==> src/rtl/core/rover_drive_mode_controller_core_defines.svh <==
// Assertion macros used by the rover drive controller result sequencer.
`ifndef ROVER_DRIVE_MODE_CONTROLLER_CORE_DEFINES_SVH
`define ROVER_DRIVE_MODE_CONTROLLER_CORE_DEFINES_SVH

// Same-cycle implication, disabled while reset is low.
`define RDMC_ASSERT_IMPLY(name, clk, rstn, ante, cons) \
    name: assert property (@(posedge clk) disable iff (!rstn) (ante) |-> (cons)) \
        else $error("rdmc: assertion failed");

// Next-cycle implication, disabled while reset is low.
`define RDMC_ASSERT_NEXT(name, clk, rstn, ante, cons) \
    name: assert property (@(posedge clk) disable iff (!rstn) (ante) |=> (cons)) \
        else $error("rdmc: assertion failed");

`endif

==> src/rtl/core/rdmc_pkg.sv <==
// Types and constants of the rover drive mode controller.
`default_nettype none

package rdmc_pkg;

    localparam int US_W   = 15;
    localparam int PWM_W  = 8;
    localparam int HOLD_W = 9;
    localparam int DIST_W = 8;
    localparam int LINE_W = 5;
    localparam int CFG_W  = 16;

    // Radio thresholds (us)
    localparam logic [US_W-1:0] STICK_MIN_US    = 15'd930;
    localparam logic [US_W-1:0] STICK_MAX_US    = 15'd2070;
    localparam logic [US_W-1:0] MODE_AUTO_US    = 15'd1300;
    localparam logic [US_W-1:0] MODE_MANUAL_US  = 15'd1700;
    localparam logic [US_W-1:0] MODE_MIN_US     = 15'd800;
    localparam logic [US_W-1:0] CENTER_US       = 15'd1500;
    localparam logic [US_W-1:0] DEAD_HI_US      = 15'd1550;
    localparam logic [US_W-1:0] DEAD_LO_US      = 15'd1450;
    localparam logic [US_W-1:0] STICK_FULL_REV  = 15'd1100;
    localparam logic [US_W-1:0] STICK_FULL_FWD  = 15'd1900;

    // Echo: cm = us / 58 via multiply by ceil(2^24/58), exact for us < 441505
    localparam logic [US_W-1:0] ECHO_MAX_US = 15'd23200;
    localparam int              RECIP_SHIFT = 24;
    localparam int              RECIP_W     = 19;
    localparam logic [RECIP_W-1:0] RECIP_K  = 19'd289263;

    localparam logic [PWM_W-1:0]  PWM_FULL  = 8'd255;
    localparam logic [PWM_W-1:0]  PWM_BACK  = 8'd128;
    localparam logic [PWM_W-1:0]  PWM_OFF   = 8'd0;
    localparam logic [DIST_W-1:0] DIST_FAR  = 8'd255;
    localparam logic [HOLD_W-1:0] HOLD_LOOP = 9'd10;
    localparam logic [HOLD_W-1:0] HOLD_TURN = 9'd300;
    localparam logic [HOLD_W-1:0] HOLD_BACK = 9'd500;
    localparam logic [LINE_W-1:0] LINE_NONE = 5'h1F;

    typedef enum logic [1:0] {
        CFG_LOST_LIMIT   = 2'd0,
        CFG_STOP_DIST    = 2'd1,
        CFG_BACKOFF_DIST = 2'd2,
        CFG_TURN_DIST    = 2'd3
    } rdmc_cfg_idx_t;

    typedef struct packed {
        logic [US_W-1:0]   right_stick_us;
        logic [US_W-1:0]   left_stick_us;
        logic [US_W-1:0]   search_mode_us;
        logic [US_W-1:0]   mode_switch_us;
        logic [US_W-1:0]   echo_right_us;
        logic [US_W-1:0]   echo_left_us;
        logic [LINE_W-1:0] line_bits;
    } rdmc_sample_t;

    typedef struct packed {
        logic [PWM_W-1:0]  pwm_right;
        logic [PWM_W-1:0]  pwm_left;
        logic              dir_right;
        logic              dir_left;
        logic [HOLD_W-1:0] hold_ms;
        logic              last_of_run;
    } rdmc_result_t;

    typedef struct packed {
        logic [CFG_W-1:0]  lost_limit;
        logic [DIST_W-1:0] stop_distance_cm;
        logic [DIST_W-1:0] backoff_distance_cm;
        logic [DIST_W-1:0] turn_distance_cm;
    } rdmc_cfg_t;

    // Per-sample features that do not depend on controller state
    typedef struct packed {
        logic              failsafe;
        logic              manual;
        logic [PWM_W-1:0]  duty_r;
        logic [PWM_W-1:0]  duty_l;
        logic              dir_r;
        logic              dir_l;
        logic              auto_on;
        logic              ch5_lt_manual;
        logic              ch5_lt_auto;
        logic [LINE_W-1:0] line_bits;
        logic [DIST_W-1:0] dist_r;
        logic [DIST_W-1:0] dist_l;
    } rdmc_feat_t;

    // First result plus number of fixed turn results that follow it
    typedef struct packed {
        rdmc_result_t first;
        logic [1:0]   tail;
    } rdmc_plan_t;

endpackage

`default_nettype wire

==> src/rtl/core/rover_drive_mode_controller_core.sv <==
// Top level of the rover drive mode controller: config registers and stage wiring.
//
// Usage:
//  - s_valid/s_ready/s_data carry one control-loop sample per transfer (stick,
//    mode and search pulse widths, two echo times, five line-sensor bits).
//  - m_valid/m_ready/m_data carry drive results; one sample yields one result,
//    two for a timed turn, three for a back-off. last_of_run marks the final one.
//  - cfg_wr_en/cfg_addr/cfg_wdata write one of the four tuning registers;
//    write them only while no sample is in flight.
//  - A sample's first result goes through the feature, then the output register.
//  - Throughput: one sample per cycle while each yields a single result and
//    m_ready is high; a sample with k results holds the output register for k
//    transfers.
//  - The input stage keeps accepting while a result waits in the output
//    register; when m_ready is low both stages fill and s_ready drops.
//  - Reset (aresetn low, synchronous) empties both stages, sets both
//    directions forward, clears the lost counter and last steer, and loads
//    the register defaults 100, 20, 40, 80.
`default_nettype none

module rover_drive_mode_controller_core #(
    parameter int COUNTER_BITS = 16
) (
    input  wire logic                   aclk,
    input  wire logic                   aresetn,
    input  wire logic                   s_valid,
    output logic                        s_ready,
    input  wire rdmc_pkg::rdmc_sample_t s_data,
    output logic                        m_valid,
    input  wire logic                   m_ready,
    output rdmc_pkg::rdmc_result_t      m_data,
    input  wire logic                   cfg_wr_en,
    input  wire logic [1:0]             cfg_addr,
    input  wire logic [15:0]            cfg_wdata
);
    import rdmc_pkg::*;

    rdmc_cfg_t  cfg_reg, cfg_next;
    rdmc_feat_t feat;
    rdmc_plan_t plan;
    logic       feat_valid;
    logic       plan_ready;
    logic       plan_take;

    // Tuning registers
    always_comb begin
        cfg_next = cfg_reg;
        if (cfg_wr_en) begin
            case (rdmc_cfg_idx_t'(cfg_addr))
                CFG_LOST_LIMIT:   cfg_next.lost_limit          = cfg_wdata;
                CFG_STOP_DIST:    cfg_next.stop_distance_cm    = cfg_wdata[DIST_W-1:0];
                CFG_BACKOFF_DIST: cfg_next.backoff_distance_cm = cfg_wdata[DIST_W-1:0];
                CFG_TURN_DIST:    cfg_next.turn_distance_cm    = cfg_wdata[DIST_W-1:0];
                default: begin
                end
            endcase
        end
    end

    always_ff @(posedge aclk) begin
        if (!aresetn) begin
            cfg_reg.lost_limit          <= 16'd100;
            cfg_reg.stop_distance_cm    <= 8'd20;
            cfg_reg.backoff_distance_cm <= 8'd40;
            cfg_reg.turn_distance_cm    <= 8'd80;
        end else begin
            cfg_reg <= cfg_next;
        end
    end

    // A decided sample moves into the output stage; state commits on this transfer
    assign plan_take = feat_valid && plan_ready;

    rdmc_front u_front (
        .aclk       (aclk),
        .aresetn    (aresetn),
        .s_valid    (s_valid),
        .s_ready    (s_ready),
        .s_data     (s_data),
        .plan_take  (plan_take),
        .feat_valid (feat_valid),
        .feat       (feat)
    );

    rdmc_decide #(
        .COUNTER_BITS (COUNTER_BITS)
    ) u_decide (
        .aclk      (aclk),
        .aresetn   (aresetn),
        .cfg       (cfg_reg),
        .feat      (feat),
        .plan_take (plan_take),
        .plan      (plan)
    );

    rdmc_seq u_seq (
        .aclk       (aclk),
        .aresetn    (aresetn),
        .plan       (plan),
        .plan_take  (plan_take),
        .plan_ready (plan_ready),
        .m_valid    (m_valid),
        .m_ready    (m_ready),
        .m_data     (m_data)
    );

endmodule

`default_nettype wire

==> src/rtl/core/rdmc_front.sv <==
// Input stage: stick, mode and echo decoding into a registered feature set.
`default_nettype none

module rdmc_front (
    input  wire logic                  aclk,
    input  wire logic                  aresetn,
    input  wire logic                  s_valid,
    output logic                       s_ready,
    input  wire rdmc_pkg::rdmc_sample_t s_data,
    input  wire logic                  plan_take,
    output logic                       feat_valid,
    output rdmc_pkg::rdmc_feat_t       feat
);
    import rdmc_pkg::*;

    logic       valid_reg, valid_next;
    rdmc_feat_t feat_reg, feat_next;
    logic [PWM_W:0] stick_r, stick_l;

    // {dir, duty}
    function automatic logic [PWM_W:0] stick_duty(input logic [US_W-1:0] us);
        logic [US_W-1:0] diff;
        logic [PWM_W:0]  res;
        diff = '0;
        if (us <= STICK_FULL_REV) begin
            res = {1'b0, PWM_FULL};
        end else if (us >= STICK_FULL_FWD) begin
            res = {1'b1, PWM_FULL};
        end else if (us <= CENTER_US) begin
            diff = CENTER_US - us;
            res  = {1'b0, diff[PWM_W:1]};
        end else begin
            diff = us - CENTER_US;
            res  = {1'b1, diff[PWM_W:1]};
        end
        return res;
    endfunction

    function automatic logic [DIST_W-1:0] echo_cm(input logic [US_W-1:0] us);
        logic [US_W+RECIP_W-1:0] prod;
        logic [US_W+RECIP_W-RECIP_SHIFT-1:0] q;
        logic [DIST_W-1:0] res;
        prod = (US_W+RECIP_W)'(us) * (US_W+RECIP_W)'(RECIP_K);
        q    = prod[US_W+RECIP_W-1:RECIP_SHIFT];
        if (us == '0 || us >= ECHO_MAX_US) begin
            res = DIST_FAR;
        end else if (q > (US_W+RECIP_W-RECIP_SHIFT)'(DIST_FAR)) begin
            res = DIST_FAR;
        end else begin
            res = q[DIST_W-1:0];
        end
        return res;
    endfunction

    assign stick_r = stick_duty(s_data.right_stick_us);
    assign stick_l = stick_duty(s_data.left_stick_us);

    always_comb begin
        feat_next.failsafe =
            s_data.right_stick_us < STICK_MIN_US || s_data.right_stick_us > STICK_MAX_US ||
            s_data.left_stick_us < STICK_MIN_US  || s_data.left_stick_us > STICK_MAX_US  ||
            (s_data.mode_switch_us > MODE_AUTO_US && s_data.mode_switch_us < MODE_MANUAL_US) ||
            s_data.mode_switch_us < MODE_MIN_US;
        feat_next.manual =
            s_data.right_stick_us > DEAD_HI_US || s_data.right_stick_us < DEAD_LO_US ||
            s_data.left_stick_us > DEAD_HI_US  || s_data.left_stick_us < DEAD_LO_US;
        feat_next.duty_r        = stick_r[PWM_W-1:0];
        feat_next.duty_l        = stick_l[PWM_W-1:0];
        feat_next.dir_r         = stick_r[PWM_W];
        feat_next.dir_l         = stick_l[PWM_W];
        feat_next.auto_on       = s_data.mode_switch_us < MODE_AUTO_US;
        feat_next.ch5_lt_manual = s_data.search_mode_us < MODE_MANUAL_US;
        feat_next.ch5_lt_auto   = s_data.search_mode_us < MODE_AUTO_US;
        feat_next.line_bits     = s_data.line_bits;
        feat_next.dist_r        = echo_cm(s_data.echo_right_us);
        feat_next.dist_l        = echo_cm(s_data.echo_left_us);
    end

    assign s_ready = !valid_reg || plan_take;

    always_comb begin
        valid_next = valid_reg;
        if (s_valid && s_ready) begin
            valid_next = 1'b1;
        end else if (plan_take) begin
            valid_next = 1'b0;
        end
    end

    always_ff @(posedge aclk) begin
        if (!aresetn) begin
            valid_reg <= 1'b0;
        end else begin
            valid_reg <= valid_next;
        end
        if (s_valid && s_ready) begin
            feat_reg <= feat_next;
        end
    end

    assign feat_valid = valid_reg;
    assign feat       = feat_reg;

endmodule

`default_nettype wire

==> src/rtl/core/rdmc_decide.sv <==
// Mode decision and controller state (directions, lost counter, last steer).
`default_nettype none

module rdmc_decide #(
    parameter int COUNTER_BITS = 16
) (
    input  wire logic                 aclk,
    input  wire logic                 aresetn,
    input  wire rdmc_pkg::rdmc_cfg_t  cfg,
    input  wire rdmc_pkg::rdmc_feat_t feat,
    input  wire logic                 plan_take,
    output rdmc_pkg::rdmc_plan_t      plan
);
    import rdmc_pkg::*;

    localparam int CMP_W = (COUNTER_BITS > CFG_W) ? COUNTER_BITS : CFG_W;

    logic                    rdir_reg, rdir_next;
    logic                    ldir_reg, ldir_next;
    logic [COUNTER_BITS-1:0] lost_reg, lost_next;
    logic signed [2:0]       steer_reg, steer_next;

    logic              seen;
    logic signed [2:0] steer;
    logic              lost_below;
    logic              override_dirs;
    logic              near_stop, near_back, near_turn, all_far;

    always_comb begin
        seen  = feat.line_bits != LINE_NONE;
        steer = $signed({2'b00, feat.line_bits[0]}) + $signed({2'b00, feat.line_bits[1]})
              - $signed({2'b00, feat.line_bits[3]}) - $signed({2'b00, feat.line_bits[4]});
        lost_below = CMP_W'(lost_reg) < CMP_W'(cfg.lost_limit);
        near_stop  = feat.dist_r < cfg.stop_distance_cm ||
                     feat.dist_l < cfg.stop_distance_cm;
        near_back  = feat.dist_r < cfg.backoff_distance_cm ||
                     feat.dist_l < cfg.backoff_distance_cm;
        near_turn  = feat.dist_r < cfg.turn_distance_cm ||
                     feat.dist_l < cfg.turn_distance_cm;
        all_far    = feat.dist_r == DIST_FAR && feat.dist_l == DIST_FAR;

        rdir_next     = rdir_reg;
        ldir_next     = ldir_reg;
        lost_next     = lost_reg;
        steer_next    = steer_reg;
        override_dirs = 1'b0;

        plan.first.pwm_right   = PWM_OFF;
        plan.first.pwm_left    = PWM_OFF;
        plan.first.hold_ms     = HOLD_LOOP;
        plan.first.last_of_run = 1'b1;
        plan.tail              = 2'd0;

        if (feat.failsafe) begin
            // stop, keep directions
        end else if (feat.manual) begin
            rdir_next            = feat.dir_r;
            ldir_next            = feat.dir_l;
            plan.first.pwm_right = feat.duty_r;
            plan.first.pwm_left  = feat.duty_l;
        end else if (!feat.auto_on) begin
            // idle stop
        end else if (feat.ch5_lt_manual && seen) begin
            lost_next = '0;
            if (!near_stop) begin
                steer_next           = steer;
                plan.first.pwm_right = PWM_FULL;
                plan.first.pwm_left  = PWM_FULL;
                rdir_next            = 1'b1;
                ldir_next            = 1'b1;
                case (steer)
                    -3'sd2: begin
                        ldir_next = 1'b0;
                    end
                    -3'sd1: begin
                        plan.first.pwm_left = PWM_OFF;
                    end
                    3'sd1: begin
                        plan.first.pwm_right = PWM_OFF;
                    end
                    3'sd2: begin
                        rdir_next = 1'b0;
                    end
                    default: begin
                    end
                endcase
            end
        end else if (feat.ch5_lt_manual && (feat.ch5_lt_auto || lost_below)) begin
            // search: spin toward the side the line was last seen on
            rdir_next            = steer_reg < 0;
            ldir_next            = !(steer_reg < 0);
            plan.first.pwm_right = PWM_FULL;
            plan.first.pwm_left  = PWM_FULL;
            if (lost_reg != '1) begin
                lost_next = lost_reg + 1'b1;
            end
        end else if (near_back) begin
            // reverse first, then two turn results
            override_dirs          = 1'b1;
            rdir_next              = 1'b0;
            ldir_next              = 1'b1;
            plan.first.pwm_right   = PWM_BACK;
            plan.first.pwm_left    = PWM_BACK;
            plan.first.hold_ms     = HOLD_BACK;
            plan.first.last_of_run = 1'b0;
            plan.tail              = 2'd2;
        end else if (all_far) begin
            rdir_next            = 1'b1;
            ldir_next            = 1'b1;
            plan.first.pwm_right = PWM_FULL;
            plan.first.pwm_left  = PWM_FULL;
        end else if (near_turn) begin
            rdir_next              = 1'b0;
            ldir_next              = 1'b1;
            plan.first.pwm_right   = PWM_FULL;
            plan.first.pwm_left    = PWM_FULL;
            plan.first.hold_ms     = HOLD_TURN;
            plan.first.last_of_run = 1'b0;
            plan.tail              = 2'd1;
        end else begin
            // roam: slow the side opposite the nearer obstacle (right side on a tie)
            rdir_next = 1'b1;
            ldir_next = 1'b1;
            if (feat.dist_r >= feat.dist_l) begin
                plan.first.pwm_right = feat.dist_l;
                plan.first.pwm_left  = PWM_FULL;
            end else begin
                plan.first.pwm_right = PWM_FULL;
                plan.first.pwm_left  = feat.dist_r;
            end
        end

        plan.first.dir_right = override_dirs ? 1'b0 : rdir_next;
        plan.first.dir_left  = override_dirs ? 1'b0 : ldir_next;
    end

    always_ff @(posedge aclk) begin
        if (!aresetn) begin
            rdir_reg  <= 1'b1;
            ldir_reg  <= 1'b1;
            lost_reg  <= '0;
            steer_reg <= 3'sd0;
        end else if (plan_take) begin
            rdir_reg  <= rdir_next;
            ldir_reg  <= ldir_next;
            lost_reg  <= lost_next;
            steer_reg <= steer_next;
        end
    end

endmodule

`default_nettype wire

==> src/rtl/core/rdmc_seq.sv <==
// Result sequencer: output register and the fixed turn results of a maneuver.
`default_nettype none
`include "rover_drive_mode_controller_core_defines.svh"

module rdmc_seq (
    input  wire logic                 aclk,
    input  wire logic                 aresetn,
    input  wire rdmc_pkg::rdmc_plan_t plan,
    input  wire logic                 plan_take,
    output logic                      plan_ready,
    output logic                      m_valid,
    input  wire logic                 m_ready,
    output rdmc_pkg::rdmc_result_t    m_data
);
    import rdmc_pkg::*;

    logic         valid_reg, valid_next;
    logic [1:0]   tail_reg, tail_next;
    rdmc_result_t out_reg, out_next;
    rdmc_result_t turn_res;

    assign plan_ready = (!valid_reg || m_ready) && tail_reg == 2'd0;

    always_comb begin
        turn_res.pwm_right   = PWM_FULL;
        turn_res.pwm_left    = PWM_FULL;
        turn_res.dir_right   = 1'b0;
        turn_res.dir_left    = 1'b1;
        turn_res.hold_ms     = (tail_reg == 2'd2) ? HOLD_TURN : HOLD_LOOP;
        turn_res.last_of_run = tail_reg == 2'd1;

        valid_next = valid_reg;
        tail_next  = tail_reg;
        out_next   = out_reg;
        if (plan_take) begin
            valid_next = 1'b1;
            tail_next  = plan.tail;
            out_next   = plan.first;
        end else if (valid_reg && m_ready) begin
            if (tail_reg != 2'd0) begin
                tail_next = tail_reg - 2'd1;
                out_next  = turn_res;
            end else begin
                valid_next = 1'b0;
            end
        end
    end

    always_ff @(posedge aclk) begin
        if (!aresetn) begin
            valid_reg <= 1'b0;
            tail_reg  <= 2'd0;
        end else begin
            valid_reg <= valid_next;
            tail_reg  <= tail_next;
        end
        out_reg <= out_next;
    end

    assign m_valid = valid_reg;
    assign m_data  = out_reg;

    `RDMC_ASSERT_IMPLY(a_tail_needs_valid, aclk, aresetn, tail_reg != 2'd0, valid_reg)
    `RDMC_ASSERT_IMPLY(a_open_run_has_tail, aclk, aresetn,
                       valid_reg && !out_reg.last_of_run, tail_reg != 2'd0)
    `RDMC_ASSERT_IMPLY(a_long_hold_not_last, aclk, aresetn,
                       valid_reg && out_reg.hold_ms != HOLD_LOOP, !out_reg.last_of_run)
    `RDMC_ASSERT_NEXT(a_run_continues, aclk, aresetn,
                      valid_reg && m_ready && !out_reg.last_of_run, valid_reg)

endmodule

`default_nettype wire
==> config.mk <==
export PLATFORM = sky130hd
export DESIGN_NAME = rover_drive_mode_controller_core
export DESIGN_NICKNAME = d
export VERILOG_FILES = /design/src/rtl/core/rdmc_pkg.sv /design/src/rtl/core/rover_drive_mode_controller_core.sv /design/src/rtl/core/rdmc_front.sv /design/src/rtl/core/rdmc_decide.sv /design/src/rtl/core/rdmc_seq.sv
export VERILOG_INCLUDE_DIRS = /design/src /design/src/rtl/core
export SDC_FILE = /design/constraint.sdc
export NUM_CORES = 1
export LEC_CHECK = 0
export BUFFER_PORTS_ARGS = -buffer_cell sky130_fd_sc_hd__buf_4
export CORE_MARGIN = 5
export CORE_UTILIZATION = 57
export CTS_CLUSTER_SIZE = 8
export DETAILED_ROUTE_END_ITERATION = 8
export PLACE_DENSITY = 0.83
export SLEW_MARGIN = 20
export SYNTH_ARGS = -nofsm -noshare
export SYNTH_HDL_FRONTEND = slang
export SYNTH_SLANG_ARGS = --single-unit
==> constraint.sdc <==
create_clock -name aclk -period 6.8 [get_ports aclk]
set_clock_uncertainty 0.05 [all_clocks]
set_input_delay 0.68 -clock aclk [delete_from_list [all_inputs] [get_ports aclk]]
set_output_delay 0.68 -clock aclk [all_outputs]
set_load 0.005 [all_outputs]
=== Word-level counts from Yosys, hierarchy flattened ===
Index checks and enable logic that the tools add are counted.

* Register bits: 137
* Bits of input ports: 118
* Output and inout port bits: 30
* Word-level logic and storage cells: 203

* Add/subtract/negate cells: 9
* Multipliers: 2
* Order comparisons: 33
* Equal/unequal tests: 14
* Muxes and demuxes: 64
* Bitwise operators: 3
* Reductions and logical operators: 49

{| class="wikitable"
|+ Operators by type and width
! kind !! count
|-
| two-way mux 16 bit || 13
|-
| two-way mux 12 bit || 8
|-
| < comparator 15 x 11 -> 1 bit (second input constant) || 6
|-
| two-way mux 28 bit || 3
|-
| multiplier 15 x 19 -> 34 bit (second input constant) || 2
|-
| less-or-equal comparator 15 x 11 -> 1 bit (second input constant) || 4
|-
| < comparator 8 bit || 6
|-
| greater-than comparator 15 x 11 -> 1 bit (second input constant) || 3
|-
| < comparator 15 x 10 -> 1 bit (second input constant) || 3
|-
| two-way mux 9 bit || 5
|-
| greater-or-equal comparator 15 x 11 -> 1 bit (second input constant) || 2
|-
| greater-or-equal comparator 15 bit (second input constant) || 2
|-
| greater-than comparator 15 x 12 -> 1 bit (second input constant) || 2
|-
| logical NOT 15 bit || 2
|-
| two-way mux 1 bit || 30
|-
| greater-than comparator 10 x 8 -> 1 bit (second input constant) || 2
|-
| subtractor 9 bit (first input constant) || 2
|-
| subtractor 9 bit (second input constant) || 2
|-
| adder 16 x 1 -> 16 bit (second input constant) || 1
|-
| equality test 8 bit (second input constant) || 2
|-
| logical OR 1 bit || 16
|-
| < comparator 16 bit || 1
|-
| two-way mux 8 bit || 2
|-
| inequality test 16 bit (second input constant) || 1
|-
| 21 further kinds || 54
|}

=== Logic depth before layout (Yosys ltp) ===
* Word-level depth: 12
* Gate-level depth with buffers: 22
* Gate-level depth less buffers: 21

=== Cells and area by module ===
From an unflattened synthesis, not the netlist that was laid out.

* Cells, all modules: 2020
* Area total of the unflattened synthesis: 19108.3 µm²

{| class="wikitable"
|+ By module, submodules not included
! module !! instances !! cells each !! area an instance (µm²) !! sequential area each (µm²)
|-
| rdmc_front || 1 || 1320 || 12878.6 || 1341.3
|-
| rdmc_decide || 1 || 449 || 3310.7 || 380.4
|-
| rover_drive_mode_controller_core || 1 || 160 || 1621.6 || 800.8
|-
| rdmc_seq || 1 || 91 || 1297.5 || 900.9
|}

=== Worst setup path before layout ===
OpenSTA, ideal clock, no wires.

* Kind: input to register
* From: input s_data[32] (netlist name)
* To: register u_front.feat_reg, in the netlist u_front.feat[15] (data pin)
* Library setup time: 0.272 ns
* Data arrival time: 6.169 ns
* Setup slack: 0.309 ns
* Stages: 19
* Buffers on the path: 0
* Path through: fa_1 -> inv_1 -> fa_1 -> inv_1 -> fa_1 -> fa_1 -> fa_1 -> inv_1 -> fa_1 -> inv_1 -> ha_1 -> a21oi_1 -> o21ai_0 -> a21o_1 -> a211oi_2 -> o31ai_2 -> a221oi_2 -> mux2_4 -> or4_4

* Word-level cells in the longest chain between the ends: 3
* Elaborated cells on any way between the ends: 6
* Those cells by class: 1 x mul; 2 x order compare; 3 x reduce/logical

{| class="wikitable"
|+ RTL lines
! element !! line !! source
|-
| from (decl) || rover_drive_mode_controller_core.sv:28 || <nowiki>input wire rdmc_pkg::rdmc_sample_t s_data,</nowiki>
|-
| multiplier 15 x 19 -> 34 bit, or another cell as far along || rdmc_front.sv:43 || <nowiki>prod = (US_W+RECIP_W)'(us) * (US_W+RECIP_W)'(RECIP_K);</nowiki>
|-
| greater-than comparator 10 x 8 -> 1 bit / logical OR 1 bit (equally long branches) || rdmc_front.sv:47, rdmc_front.sv:45 ||
|-
| OR reduction 2 bit (no source line) || -- ||
|-
| to (signal assigned) || rdmc_front.sv:97 || <nowiki>feat_reg <= feat_next;</nowiki>
|-
| to (decl) || rdmc_front.sv:17 || <nowiki>rdmc_feat_t feat_reg, feat_next;</nowiki>
|}

Parallel ways exist; a longest one is shown, timed or not.
A chain may end at the register's enable or synchronous reset.

=== Final worst setup path ===
* From: input s_data[32] (netlist name)
* To: register u_front.feat_reg, in the netlist u_front.feat[10] (data pin)

The elaborated chain is that of the path after synthesis.

==> summary.md <==
| Metric | Value |
|---|---|
| Outcome | completed |
| Final hold slack | 384.3 ps |
| Detailed Place HPWL | 36370 um |
| PortBufs | 144 |
| Cell Pwr Density | 403.8 nW/um^2 |
| Area of the core | 31720 sq um |
| Starting DRC count in detailed routing | 848 |
| Sequential fraction of the synthesis area | 17.81% |
| CTS tree | done |
| Synth warnings | 0 |
| Clock root buffer | clkbuf_16 |
| RSZ-0062 raised after global routing | false |
| 1st-pass router iterations | 5 |
| Total Power | 8.350 mW |
| Die height | 189.6 um |
| NetSw | 3.972 mW |
| DR vias | 14478 |
| Design Area, Final | 20680 sq um |
| Die width | 189.6 um |
| H-tree depth | 4 |
| Post-Syn Area per Cell | 9.449 sq um |
| Fraction of registers with async set or reset after synthesis | 0% |
| Max VDD drop | 403.2 uV |
| Reg area | 3273 sq um |
| Setup bufs post-CTS | 0 |
| Global-route wire length before repair | 73550 um |
| Max-cap violations | 0 |
| CTS Buffer Depth | 2 |
| Worst endpoint data arrival time | 6620 ps |
| Pleak | 10.20 nW |
| Largest net degree at the start of global routing | 51 |
| Post-Synthesis Cells | 1945 |
| Total Wirelength | 43540 um |
| Avg WL per Cell | 17.32 um |
| Starting density of the core | 57.94% |
| Critical-path cell list | buf_4 > fa_1 > xor2_1 > ha_1 > fa_1 > fa_1 > fa_1 > inv_1 > fa_1 > inv_1 > ha_1 > a21oi_1 > o21ai_0 > a21o_1 > a211oi_2 > o31ai_2 > a221oi_2 > mux2_4 > buf_4 > or3_1 |
| Worst hold path class | in2reg |
| Most used cell, CP | fa_1 |
| Nets | 2775 |
| Post-Synthesis Cell Area | 18380 sq um |
| Period minus WS final | 6509 ps |
| Clock-pin slew on the worst setup and hold paths | 60 ps |
| Die ar. | 35930 sq um |
| Antenna violations before repair | 0 |
| Total I/O pin count | 148 |
| Slew Viols, Final | 0 |
| Startpoint types | input port |
| Max FFs per register | 44 |
| Worst Path Max Fanout | 7 |
| Overflow left after global routing | 0 |
| Internal | 4.379 mW |
| CP peak stage delay | 640 ps |
| Least-Margin Pin Slew | 1041 ps |
| Share of cells above drive strength 1 | 11.36% |
| Comb power frac | 74.9% |
| Via density | 5.759 |
| Layout area overhead | 12.53% |
| Post-route ant nets | 0 |
| Delay-heaviest family, CP | adder cells |
| Post-synth cell types | 74 |
| Most used flip-flop cell after synthesis | edfxtp_1 |
| Final worst-path cycle share | 95.73% |
| Critical path type | in2reg |
| Worst setup EP type | flop |
| Vias in the first global route | 15213 |
| Clock Latency Late Sink | 430 ps |
| Routability congestion estimate | 0.9258 |
| Clock buffer count from CTS | 17 |
| DR DRC count | 0 |
| Multi-input logic area | 13500 sq um |
| Slowest CP cell | fa_1 |
| Cell Area, Placed | 20040 sq um |
| Net switching share of the total power | 47.56% |
| ANT cells | 0 |
| Placed cell count | 2482 |
| Maximum clock rate | 153.6 MHz |
| Fin cells | 2514 |
| Total clock sinks | 130 |
| Number of synthesized register bits | 130 |
| Final Setup Violations | 0 |
| Critical Path RT | 6920 ps |
| Worst relative slew slack | 30.60% |
| Flop pwr share | 13.6% |
| Final setup TNS | 0 ps |
| GRT Total Usage | 24.67% |
| Post-Syn Nets | 2621 |
| WP buf/inv | 4 |
| Fillcell total | 2495 |
| Post-synth EDFFs | 67 |
| CTS Hold Bufs | 0 |
| Clock power share | 11.5% |
| Core Rows | 65 |
| Final hold viol count | 0 |
| Post-CTS Resized | 0 |
==> cells in the final DEF (no fill, tap or decap), drive strengths merged, types with 9 or more instances in the layout <==
cell type / instances
inv: 391
ha: 367
fa: 191
buf: 176
nand2: 142
a21oi: 78
edfxtp: 67
dfxtp: 63
nor2: 61
o21ai: 59
a21o: 43
nand3: 37
xnor2: 31
nand2b: 28
nor3: 28
a21boi: 28
nand4: 25
o211ai: 23
clkbuf: 22
and3: 18
or3: 17
xor2: 15
nor2b: 15
a211oi: 14
or2: 13
o21a: 12
mux2i: 12
nor4: 12
a221o: 10
a31oi: 9
==> power groups by stage <==
stage	clock network, mW	logic (mW)	registers (mW)
final	0.964	6.25	1.14
after global routing	1.00	7.18	1.14
after CTS	0.968	6.28	1.13
after detailed placement	0	6.21	1.15
after global placement	0	5.93	1.14
after floorplan	0	4.43	1.09
==> layer usage <==
| metal | vias up | routed length (um) | global-route usage [%] |
|---|---|---|---|
| met5 | - | 0 | 0 |
| met3 | 76 | 2510 | 3.413 |
| met1 | 7031 | 18350 | 32.59 |
| met4 | 0 | 758 | 5.203 |
| met2 | 469 | 21930 | 43.60 |
| li1 | 6902 | - | - |
==> per-stage QoR <==
stage	setup slack (ps)	utilization (%)
after global routing	51.56	65.20
final	290.7	65.20
after floorplan	308.8	-
after CTS	308.0	65.17
after global placement	-71.75	63.17
after detailed placement	-114.0	63.17
==> cells in the mapped netlist, types with 28 or more instances <==
library cell / number / share of area (%)
nand3_1: 37 / 1.0
a21oi_1: 78 / 2.1
fa_1: 191 / 21
a21o_1: 43 / 1.8
a21boi_0: 28 / 1.1
xnor2_1: 30 / 1.4
dfxtp_1: 63 / 6.9
nor2_1: 61 / 1.2
nand2b_1: 28 / 0.95
nor3_1: 28 / 0.76
nand2_1: 142 / 2.9
o21ai_0: 53 / 1.4
edfxtp_1: 67 / 11
clkbuf_1: 36 / 0.74
inv_1: 387 / 7.9
ha_1: 367 / 25
==> layout make-up <==
| class | instances | share of cell area (%) |
|---|---|---|
| multi-input cells | 1387 | 65.25 |
| clock buffers | 22 | 2.565 |
| clock inverters | 10 | 0.5082 |
| inverters | 387 | 7.024 |
| well taps | 402 | 2.432 |
| repair buffers | 176 | 6.389 |
| flip-flops and latches | 130 | 15.83 |
==> path summary, 6_finish.rpt <==
kind / startpoint / to / slack, ps / depth (start not counted)
setup / recovery: s_data[32] / u_front.feat[10]$_SDFFCE_PP1P_ / 290 / 20
hold / removal: s_data[0] / u_front.feat[16]$_DFFE_PP_ / 380 / 1
setup reg to reg: cfg_reg[39]$_SDFFE_PN0P_ / u_seq.m_data[12]$_SDFFCE_PN1P_ / 3650 / 10
hold reg to reg: cfg_reg[27]$_SDFFE_PN0P_ / cfg_reg[27]$_SDFFE_PN0P_ / 410 / 2
==> kinds of logic (layout without fill, tap and decap cells) <==
| kind of cell | Yosys count | after routing | synth area share, % |
|---|---|---|---|
| XOR/XNOR | 46 | 46 | 2.233 |
| AO/OA/AOI/OAI | 337 | 337 | 12.60 |
| AND/OR/NAND/NOR | 431 | 431 | 11.91 |
| buffers and inverters | 428 | 595 | 8.844 |
| other | 1 | 1 | 0.02041 |
| adder cells (fa/ha/maj) | 558 | 558 | 45.79 |
| flip-flops | 130 | 130 | 17.81 |
| multiplexers | 14 | 14 | 0.7966 |
No activity file was read; power rests on OpenSTA's default activity.
